[src/rtl/ifd_pkg.sv]
// ----------------------------------------------------------------------------
// ifd_pkg
// Shared types and constants of the image frame deframer: the pixel entry
// that travels from the byte parser through the queue to the output stage.
// ----------------------------------------------------------------------------
`default_nettype none

package ifd_pkg;

   // number of low size bits that are kept from the four size bytes
   localparam int LENGTH_BITS = 32;

   // sync mark byte, three in a row open a frame
   localparam logic [7:0] SYNC_BYTE = 8'h3C;

   // depth of the queue between parser and output stage
   localparam int QUEUE_DEPTH = 4;
   localparam int QUEUE_PTR_BITS = $clog2(QUEUE_DEPTH);

   // one pixel byte with its frame context
   typedef struct packed {
      logic        last_pixel;
      logic        first_pixel;
      logic [15:0] frame_height;
      logic [15:0] frame_width;
      logic [7:0]  pixel;
   } ifd_entry_type;

endpackage

`default_nettype wire

[src/rtl/image_frame_deframer.sv]
// ----------------------------------------------------------------------------
// image_frame_deframer
// Finds frames in a raw byte stream and delivers their pixel bytes with the
// frame width, height and first and last marks.
// ----------------------------------------------------------------------------
//  channel   direction  contents
//  req_*     in         one raw stream byte per transfer
//  rsp_*     out        one pixel byte with frame context per transfer
//
//  One byte is taken per clock while req_tready is high; header and sync bytes give no result.
//  A pixel byte is written into the queue, then loaded into the output register for rsp_*.
//  A four-entry queue sits between the parser and the output register;
//  req_tready drops only while that queue is full.
//  reset is synchronous and returns the parser to hunting for sync.
// ----------------------------------------------------------------------------
`default_nettype none

module image_frame_deframer (
   input  wire logic        clock,
   input  wire logic        reset,
   input  wire logic        req_tvalid,
   output logic             req_tready,
   input  wire logic [7:0]  req_tdata,   // [7:0] data_byte
   output logic             rsp_tvalid,
   input  wire logic        rsp_tready,
   output logic [39:0]      rsp_tdata,   // [7:0] pixel, [23:8] frame_width,
                                         // [39:24] frame_height
   output logic [0:0]       rsp_tuser,   // [0] first_pixel
   output logic             rsp_tlast    // last_pixel
);
   import ifd_pkg::*;

   logic          byte_valid;
   logic          push_valid;
   ifd_entry_type push_entry;
   logic          queue_full;
   logic          pop_valid;
   logic          pop_ready;
   ifd_entry_type pop_entry;
   ifd_entry_type out_entry;

   // input transfer
   assign req_tready = !queue_full;
   assign byte_valid = req_tvalid && req_tready;

   ifd_front u_front (
      .clock      (clock),
      .reset      (reset),
      .byte_valid (byte_valid),
      .byte_data  (req_tdata),
      .push_entry (push_entry),
      .push_valid (push_valid)
   );

   ifd_queue u_queue (
      .clock      (clock),
      .reset      (reset),
      .push_valid (push_valid),
      .push_entry (push_entry),
      .full       (queue_full),
      .pop_valid  (pop_valid),
      .pop_entry  (pop_entry),
      .pop_ready  (pop_ready)
   );

   ifd_back u_back (
      .clock     (clock),
      .reset     (reset),
      .pop_valid (pop_valid),
      .pop_entry (pop_entry),
      .pop_ready (pop_ready),
      .out_valid (rsp_tvalid),
      .out_entry (out_entry),
      .out_ready (rsp_tready)
   );

   // result packing
   assign rsp_tdata = {out_entry.frame_height, out_entry.frame_width, out_entry.pixel};
   assign rsp_tuser = out_entry.first_pixel;
   assign rsp_tlast = out_entry.last_pixel;

endmodule

`default_nettype wire

[src/rtl/ifd_front.sv]
// ----------------------------------------------------------------------------
// ifd_front
// Byte parser: hunts for the sync mark, reads size, width and height, and
// pushes each pixel byte with its frame context into the queue.
// ----------------------------------------------------------------------------
`default_nettype none

module ifd_front (
   input  wire logic                  clock,
   input  wire logic                  reset,
   input  wire logic                  byte_valid,
   input  wire logic [7:0]            byte_data,
   output ifd_pkg::ifd_entry_type     push_entry,
   output logic                       push_valid
);
   import ifd_pkg::*;

   typedef enum logic [2:0] {
      PH_HUNT   = 3'd0,
      PH_SIZE   = 3'd1,
      PH_WIDTH  = 3'd2,
      PH_HEIGHT = 3'd3,
      PH_PIXELS = 3'd4
   } phase_type;

   phase_type              phase_ff, phase_in;
   logic [1:0]             sync_run_ff, sync_run_in;
   logic [1:0]             field_cnt_ff, field_cnt_in;
   logic [LENGTH_BITS-1:0] remaining_ff, remaining_in;
   logic [15:0]            width_ff, width_in;
   logic [15:0]            height_ff, height_in;
   logic                   first_pending_ff, first_pending_in;

   logic [31:0]            size_shifted;
   logic [LENGTH_BITS-1:0] size_assembled;
   logic [LENGTH_BITS-1:0] remaining_dec;

   // size byte placed at its byte lane, then cut to the kept width
   assign size_shifted   = {24'd0, byte_data} << {field_cnt_ff, 3'b000};
   assign size_assembled = ((field_cnt_ff == 2'd0) ? '0 : remaining_ff)
                           | size_shifted[LENGTH_BITS-1:0];
   assign remaining_dec  = remaining_ff - LENGTH_BITS'(1);

   // pixel entry, valid only in the pixel phase
   assign push_entry.pixel        = byte_data;
   assign push_entry.frame_width  = width_ff;
   assign push_entry.frame_height = height_ff;
   assign push_entry.first_pixel  = first_pending_ff;
   assign push_entry.last_pixel   = (remaining_ff == LENGTH_BITS'(1));
   assign push_valid              = byte_valid && (phase_ff == PH_PIXELS);

   // next state of the parser
   always_comb begin
      phase_in         = phase_ff;
      sync_run_in      = sync_run_ff;
      field_cnt_in     = field_cnt_ff;
      remaining_in     = remaining_ff;
      width_in         = width_ff;
      height_in        = height_ff;
      first_pending_in = first_pending_ff;
      if (byte_valid) begin
         case (phase_ff)
            PH_SIZE: begin
               remaining_in = size_assembled;
               if (field_cnt_ff == 2'd3) begin
                  field_cnt_in = 2'd0;
                  if (size_assembled == '0) begin
                     phase_in    = PH_HUNT;
                     sync_run_in = 2'd0;
                  end else begin
                     phase_in = PH_WIDTH;
                  end
               end else begin
                  field_cnt_in = field_cnt_ff + 2'd1;
               end
            end
            PH_WIDTH, PH_HEIGHT: begin
               if (phase_ff == PH_WIDTH) begin
                  width_in = field_cnt_ff[0] ? {byte_data, width_ff[7:0]}
                                             : {8'd0, byte_data};
               end else begin
                  height_in = field_cnt_ff[0] ? {byte_data, height_ff[7:0]}
                                              : {8'd0, byte_data};
               end
               remaining_in = remaining_dec;
               if (remaining_dec == '0) begin
                  // payload ended inside the header
                  phase_in     = PH_HUNT;
                  sync_run_in  = 2'd0;
                  field_cnt_in = 2'd0;
               end else if (!field_cnt_ff[0]) begin
                  field_cnt_in = 2'd1;
               end else begin
                  field_cnt_in = 2'd0;
                  if (phase_ff == PH_WIDTH) begin
                     phase_in = PH_HEIGHT;
                  end else begin
                     phase_in         = PH_PIXELS;
                     first_pending_in = 1'b1;
                  end
               end
            end
            PH_PIXELS: begin
               first_pending_in = 1'b0;
               remaining_in     = remaining_dec;
               if (remaining_dec == '0) begin
                  phase_in     = PH_HUNT;
                  sync_run_in  = 2'd0;
                  field_cnt_in = 2'd0;
               end
            end
            default: begin
               // hunting, also taken by unused phase codes
               if (byte_data == SYNC_BYTE) begin
                  if (sync_run_ff >= 2'd2) begin
                     phase_in     = PH_SIZE;
                     sync_run_in  = 2'd0;
                     field_cnt_in = 2'd0;
                     remaining_in = '0;
                  end else begin
                     sync_run_in = sync_run_ff + 2'd1;
                  end
               end else begin
                  sync_run_in = 2'd0;
               end
            end
         endcase
      end
   end

   // parser state registers
   always_ff @(posedge clock) begin
      if (reset) begin
         phase_ff         <= PH_HUNT;
         sync_run_ff      <= 2'd0;
         field_cnt_ff     <= 2'd0;
         remaining_ff     <= '0;
         width_ff         <= 16'd0;
         height_ff        <= 16'd0;
         first_pending_ff <= 1'b0;
      end else begin
         phase_ff         <= phase_in;
         sync_run_ff      <= sync_run_in;
         field_cnt_ff     <= field_cnt_in;
         remaining_ff     <= remaining_in;
         width_ff         <= width_in;
         height_ff        <= height_in;
         first_pending_ff <= first_pending_in;
      end
   end

   // a sync run never reaches three without leaving the hunt
   a_sync_run_bound: assert property (@(posedge clock) disable iff (reset)
      sync_run_ff != 2'd3)
      else $error("sync run counter overran");

   // pixel phase always holds at least one byte still to come
   a_pixels_nonzero: assert property (@(posedge clock) disable iff (reset)
      (phase_ff == PH_PIXELS) |-> (remaining_ff != '0))
      else $error("pixel phase with empty payload");

   // the last pixel returns the parser to hunting
   a_last_to_hunt: assert property (@(posedge clock) disable iff (reset)
      (push_valid && push_entry.last_pixel) |=> (phase_ff == PH_HUNT))
      else $error("parser did not resume hunting after last pixel");

endmodule

`default_nettype wire

[src/rtl/ifd_queue.sv]
// ----------------------------------------------------------------------------
// ifd_queue
// Short first-in first-out queue of pixel entries between the parser and the
// output stage.
// ----------------------------------------------------------------------------
`default_nettype none

module ifd_queue (
   input  wire logic                  clock,
   input  wire logic                  reset,
   input  wire logic                  push_valid,
   input  ifd_pkg::ifd_entry_type     push_entry,
   output logic                       full,
   output logic                       pop_valid,
   output ifd_pkg::ifd_entry_type     pop_entry,
   input  wire logic                  pop_ready
);
   import ifd_pkg::*;

   ifd_entry_type             mem_ff [QUEUE_DEPTH];
   logic [QUEUE_PTR_BITS-1:0] wr_ptr_ff, wr_ptr_in;
   logic [QUEUE_PTR_BITS-1:0] rd_ptr_ff, rd_ptr_in;
   logic [QUEUE_PTR_BITS:0]   count_ff, count_in;
   logic                      do_push;
   logic                      do_pop;

   assign full      = (count_ff == (QUEUE_PTR_BITS+1)'(QUEUE_DEPTH));
   assign pop_valid = (count_ff != '0);
   assign pop_entry = mem_ff[rd_ptr_ff];
   assign do_push   = push_valid && !full;
   assign do_pop    = pop_valid && pop_ready;

   // pointer and fill count update
   always_comb begin
      wr_ptr_in = do_push ? wr_ptr_ff + QUEUE_PTR_BITS'(1) : wr_ptr_ff;
      rd_ptr_in = do_pop  ? rd_ptr_ff + QUEUE_PTR_BITS'(1) : rd_ptr_ff;
      count_in  = count_ff;
      if (do_push && !do_pop) begin
         count_in = count_ff + (QUEUE_PTR_BITS+1)'(1);
      end else if (!do_push && do_pop) begin
         count_in = count_ff - (QUEUE_PTR_BITS+1)'(1);
      end
   end

   always_ff @(posedge clock) begin
      if (reset) begin
         wr_ptr_ff <= '0;
         rd_ptr_ff <= '0;
         count_ff  <= '0;
      end else begin
         wr_ptr_ff <= wr_ptr_in;
         rd_ptr_ff <= rd_ptr_in;
         count_ff  <= count_in;
      end
   end

   // entry storage
   always_ff @(posedge clock) begin
      if (do_push) begin
         mem_ff[wr_ptr_ff] <= push_entry;
      end
   end

   // fill count stays within the depth
   a_count_bound: assert property (@(posedge clock) disable iff (reset)
      count_ff <= (QUEUE_PTR_BITS+1)'(QUEUE_DEPTH))
      else $error("queue fill count beyond depth");

   // nothing is offered into a full queue, entries would be lost
   a_no_push_full: assert property (@(posedge clock) disable iff (reset)
      full |-> !push_valid)
      else $error("push into full queue");

   // pointers stay apart by exactly the fill count
   a_ptr_count: assert property (@(posedge clock) disable iff (reset)
      (wr_ptr_ff - rd_ptr_ff) == count_ff[QUEUE_PTR_BITS-1:0])
      else $error("queue pointers disagree with fill count");

endmodule

`default_nettype wire

[src/rtl/ifd_back.sv]
// ----------------------------------------------------------------------------
// ifd_back
// Output stage: takes entries from the queue into the result register and
// holds them until the result channel takes the transfer.
// ----------------------------------------------------------------------------
`default_nettype none

module ifd_back (
   input  wire logic                  clock,
   input  wire logic                  reset,
   input  wire logic                  pop_valid,
   input  ifd_pkg::ifd_entry_type     pop_entry,
   output logic                       pop_ready,
   output logic                       out_valid,
   output ifd_pkg::ifd_entry_type     out_entry,
   input  wire logic                  out_ready
);
   import ifd_pkg::*;

   logic          valid_ff, valid_in;
   ifd_entry_type entry_ff, entry_in;

   // load whenever the register is empty or being emptied
   assign pop_ready = !valid_ff || out_ready;

   always_comb begin
      valid_in = valid_ff;
      entry_in = entry_ff;
      if (pop_ready) begin
         valid_in = pop_valid;
         entry_in = pop_entry;
      end
   end

   always_ff @(posedge clock) begin
      if (reset) begin
         valid_ff <= 1'b0;
      end else begin
         valid_ff <= valid_in;
      end
      entry_ff <= entry_in;
   end

   assign out_valid = valid_ff;
   assign out_entry = entry_ff;

endmodule

`default_nettype wire
[config.mk]
export PLATFORM = sky130hd
export DESIGN_NAME = image_frame_deframer
export DESIGN_NICKNAME = d
export VERILOG_FILES = /design/src/rtl/ifd_pkg.sv /design/src/rtl/image_frame_deframer.sv /design/src/rtl/ifd_front.sv /design/src/rtl/ifd_queue.sv /design/src/rtl/ifd_back.sv
export SDC_FILE = /design/constraint.sdc
export NUM_CORES = 1
export LEC_CHECK = 0
export BUFFER_PORTS_ARGS = -buffer_cell sky130_fd_sc_hd__buf_2
export CAP_MARGIN = 10
export CORE_UTILIZATION = 55
export DETAILED_ROUTE_END_ITERATION = 8
export PLACE_DENSITY = 0.84
export SLEW_MARGIN = 20
export SYNTH_ARGS = -nofsm -noshare
export SYNTH_HDL_FRONTEND = slang
export SYNTH_SLANG_ARGS = --single-unit
[constraint.sdc]
create_clock -name clock -period 2.7 [get_ports clock]
set_clock_uncertainty 0.05 [all_clocks]
set_input_delay 0.405 -clock clock [delete_from_list [all_inputs] [get_ports clock]]
set_output_delay 0.405 -clock clock [all_outputs]
set_load 0.01 [all_outputs]
==> results.yml <==
logic_synthesis:
  yosys-top-cells-count: "edfxtp_1 (210), nor2_1 (89), dfxtp_1 (80)"
  syn-cell-area_sq_mm: 0.01216
  async_reset_ff_share_pct: 0
  yosys-top-cells-area: "edfxtp_1 (52%), dfxtp_1 (13%), mux4_2 (7.8%), a22oi_1 (3.0%), nor2_1 (2.7%)"
  synth_ff_type: "edfxtp_1"
  yosysMostFrequentCell: "edfxtp_1"
  yosysTopAreaCell: "edfxtp_1"
  syn_area_per_cell_sq_um: 13.08
  yosysTopAreaCellShare_pct: 51.86
  ys_seq_area_share_pct: 65.03
  syn_nets: 953
  synth_edf_count: 210
  synth_cell_types: 63
  ys_seq_elements: 290
  netlist_instances: 930
  yosys_warnings: 0
finish:
  drive_gt1_share_pct: 24.98
  nNetsFinal: 1066
  antenna_cells: 0
  area_growth_syn_to_layout_pct: 17.83
  finish.instance_area_sq_mm: 0.01433
timing:
  finalSetupViolCount: 0
  period_share_pct: 98.26
  grt_setup_unrepaired: "true"
  hold_violations: 0
  maxSlewHeadroom_pct: 24.60
  tightest_slew_ns: 1.131
  slew_viol_final: 0
  fin_ws_ns: 0.04706
  min_period_ns: 2.653
  fin_setup_tns_ns: 0
  max_clock_freq_mhz: 376.9
floorplan:
  die_y_um: 150.7
  start_util_pct: 55.89
  core-area_sq_mm: 0.02176
  fp.dieW_um: 150.7
  dieArea_sq_mm: 0.02271
  io_pins: 56
  rows: 54
clocking:
  ctsHoldBuffers: 0
  clock_sinks: 290
  clockBufferDepth: 3
  cts_made_buffers: 28
  cts.clk_slew.worst_paths_ns: 0.06
  htree_levels: 1
  clock-root-buffer: "clkbuf_16"
  cts_tree: "done"
  clk_latency_ns: 0.54
detailed_routing:
  drt_iter0_markers: 843
  ant_nets: 0
  via_per_inst: 6.348
  drcViolationCount: 0
  routedWlPerCell_um: 22.33
  num_vias: 8538
  first_pass_iters: 7
  wirelength_mm: 30.04
grt:
  globalRouteMet1Util_pct: 34.50
  gr-total-overflow: 0
  met3_usage_pct: 3.879
  grt_util_all_layers_pct: 26.67
  met2_usage_pct: 45.44
  antenna_found_initial: 0
  grt_pass1_vias: 8306
  grt.busiest_layer: "met2"
  grt_pass1_wl_mm: 45.78
  grt_max_degree: 43
critical_path:
  arrival_ns: 2.99
  startpoint_type: "flop"
  rrSetupSlack_ns: 0.05
  reg2reg_from: "u_front.remaining_ff[3]"
  reg2regPathDepth: 9
  max_stage_delay_ns: 0.63
  crit_path_cell_trace: "nor4_4 > nand3_2 > buf_4 > o21ai_0 > nand4_1 > or4_4 > buf_4 > a22oi_1 > nor2_1"
  crit_top_cell: "buf_4"
  end_kind: "flop"
  path_class: "reg2reg"
  cp.required_ns: 3.04
  crit_fanout: 9
  cp_slowest_cell: "or4_4"
  timing.rr.end: "u_front.phase_ff[2]"
  cpLargestDelayFamily: "simple AND/OR/NAND/NOR gates"
  path_buf_inv: 2
placed_design:
  hpwl_mm: 18.30
  place_ws_ns: -0.1527
  place.gp.congestion: 0.9309
  placed_area_sq_mm: 0.01335
  portBuffers: 55
outcome:
  status: "finished, final reports clean"
hold_path:
  worstHoldStart: "req_tdata[1]"
  hold-path-cell-count: 3
  hold_end: "u_front.height_ff[1]"
  hold_path.class: "in2reg"
power_and_ir_drop:
  leakagePower_nw: 5.238
  p_per_area_mw_per_mm2: 696.5
  ir_drop_mv: 0.4130
flow_run:
  maxCapViolations: 0
-- power by group --
group	switching (W)	internal, W	total, W
Sequential	0.0000999	0.00493	0.00503
Clock	0.00162	0.00230	0.00392
Combinational	0.000594	0.000430	0.00102
Total	0.00232	0.00766	0.00998
-- per-layer routing --
layer / routed length, um / vias up
met5: 0 / -
met4: 1086 / 0
met3: 2257 / 93
met2: 15010 / 444
met1: 11680 / 4194
li1: - / 3807
-- worst register-to-register path, delay by kind of cell (launching register included) --
kind,cells,cell delay [ns]
AOI/OAI and AO/OA,2,0.32
buffers and inverters,2,0.35
DFF,1,0.34
and+or+nand+nor,5,1.47
-- sequential cells by signal, summed over array words and instances, names as in the netlist --
register and flops:
u_back.out_entry 42, u_back.out_valid 1, u_front.field_cnt_ff 2, u_front.first_pending_ff 1, u_front.height_ff 16, u_front.phase_ff 3
u_front.remaining_ff 32, u_front.sync_run_ff 2, u_front.width_ff 16, u_queue.count_ff 3, u_queue.mem_ff 168, u_queue.rd_ptr_ff 2
u_queue.wr_ptr_ff 2
-- worst max path at each step --
stage | start | endpoint | slack [ns] | cells past startpoint
floorplan | u_front.remaining_ff[0] | u_front.phase_ff[0] | 0.02 | 12
global placement | u_front.remaining_ff[2] | u_front.phase_ff[2] | -0.07 | 9
detailed placement | u_front.remaining_ff[6] | u_front.phase_ff[0] | -0.15 | 8
CTS | u_front.remaining_ff[3] | u_front.phase_ff[2] | 0.03 | 9
global route | u_front.remaining_ff[3] | u_front.phase_ff[2] | -0.09 | 8
finish | u_front.remaining_ff[3] | u_front.phase_ff[2] | 0.05 | 9
-- layout by cell type, fill, tap and decap left out, types with 4 or more instances in the layout --
cell type,synthesis,final
buf_4,1,95
nor2b_1,4,4
nand4_1,6,6
ha_1,10,9
nand2_1,63,62
nor4_1,7,7
clkbuf_1,60,7
o32ai_1,8,8
nand4b_1,5,5
buf_2,5,55
mux4_2,42,42
xor2_1,6,6
inv_1,16,16
dfxtp_1,80,78
a31oi_1,4,4
o22ai_1,18,18
a21oi_1,65,64
clkbuf_8,0,5
nand3_1,17,16
a22oi_1,49,49
o21ai_0,53,53
nor3_1,24,23
buf_12,0,6
edfxtp_1,210,210
nor2_1,89,88
or3_1,7,7
xnor2_1,7,7
clkbuf_16,0,29
-- cells by family (layout without fill, tap and decap cells) --
| kind of cell | after synthesis | count (layout) | synth area share, % |
|---|---|---|---|
| simple gates | 254 | 254 | 10.03 |
| buf+inv | 89 | 224 | 2.891 |
| flops | 290 | 290 | 65.03 |
| fa+ha+maj | 11 | 11 | 1.194 |
| mux | 44 | 44 | 7.954 |
| compound gates | 229 | 229 | 11.97 |
| xor+xnor | 13 | 13 | 0.9363 |
-- cell type report --
class	instances	area, sq um
clock buffer	41	820.8
inverter	16	60.06
multi-input combinational	551	3964
fill	1517	7427
timing repair buffer	156	1109
sequential	290	7910
tap	280	350.3
clock inverter	11	115.1
-- timing repair --
action                     in CTS  in global routing
buffers inserted                1                  0
pin swaps                       1                  0
gates cloned                    0                  0
resized for setup               3                  1
setup endpoints to repair       8                  3
-- stage by stage --
step / std cells / utilization, % / total power, W / hold slack [ns]
after CTS: 1345 / 65.78 / 0.01001 / 0.1540
after floorplan: 930 / - / 0.005767 / 0.3950
after global routing: 1345 / 65.86 / 0.01026 / 0.1642
after global placement: 1292 / 61.38 / 0.006119 / 0.4126
final: 1345 / 65.86 / 0.009980 / 0.1733
after detailed placement: 1292 / 61.38 / 0.006155 / 0.4156
Power figures use the tool's default switching activity.
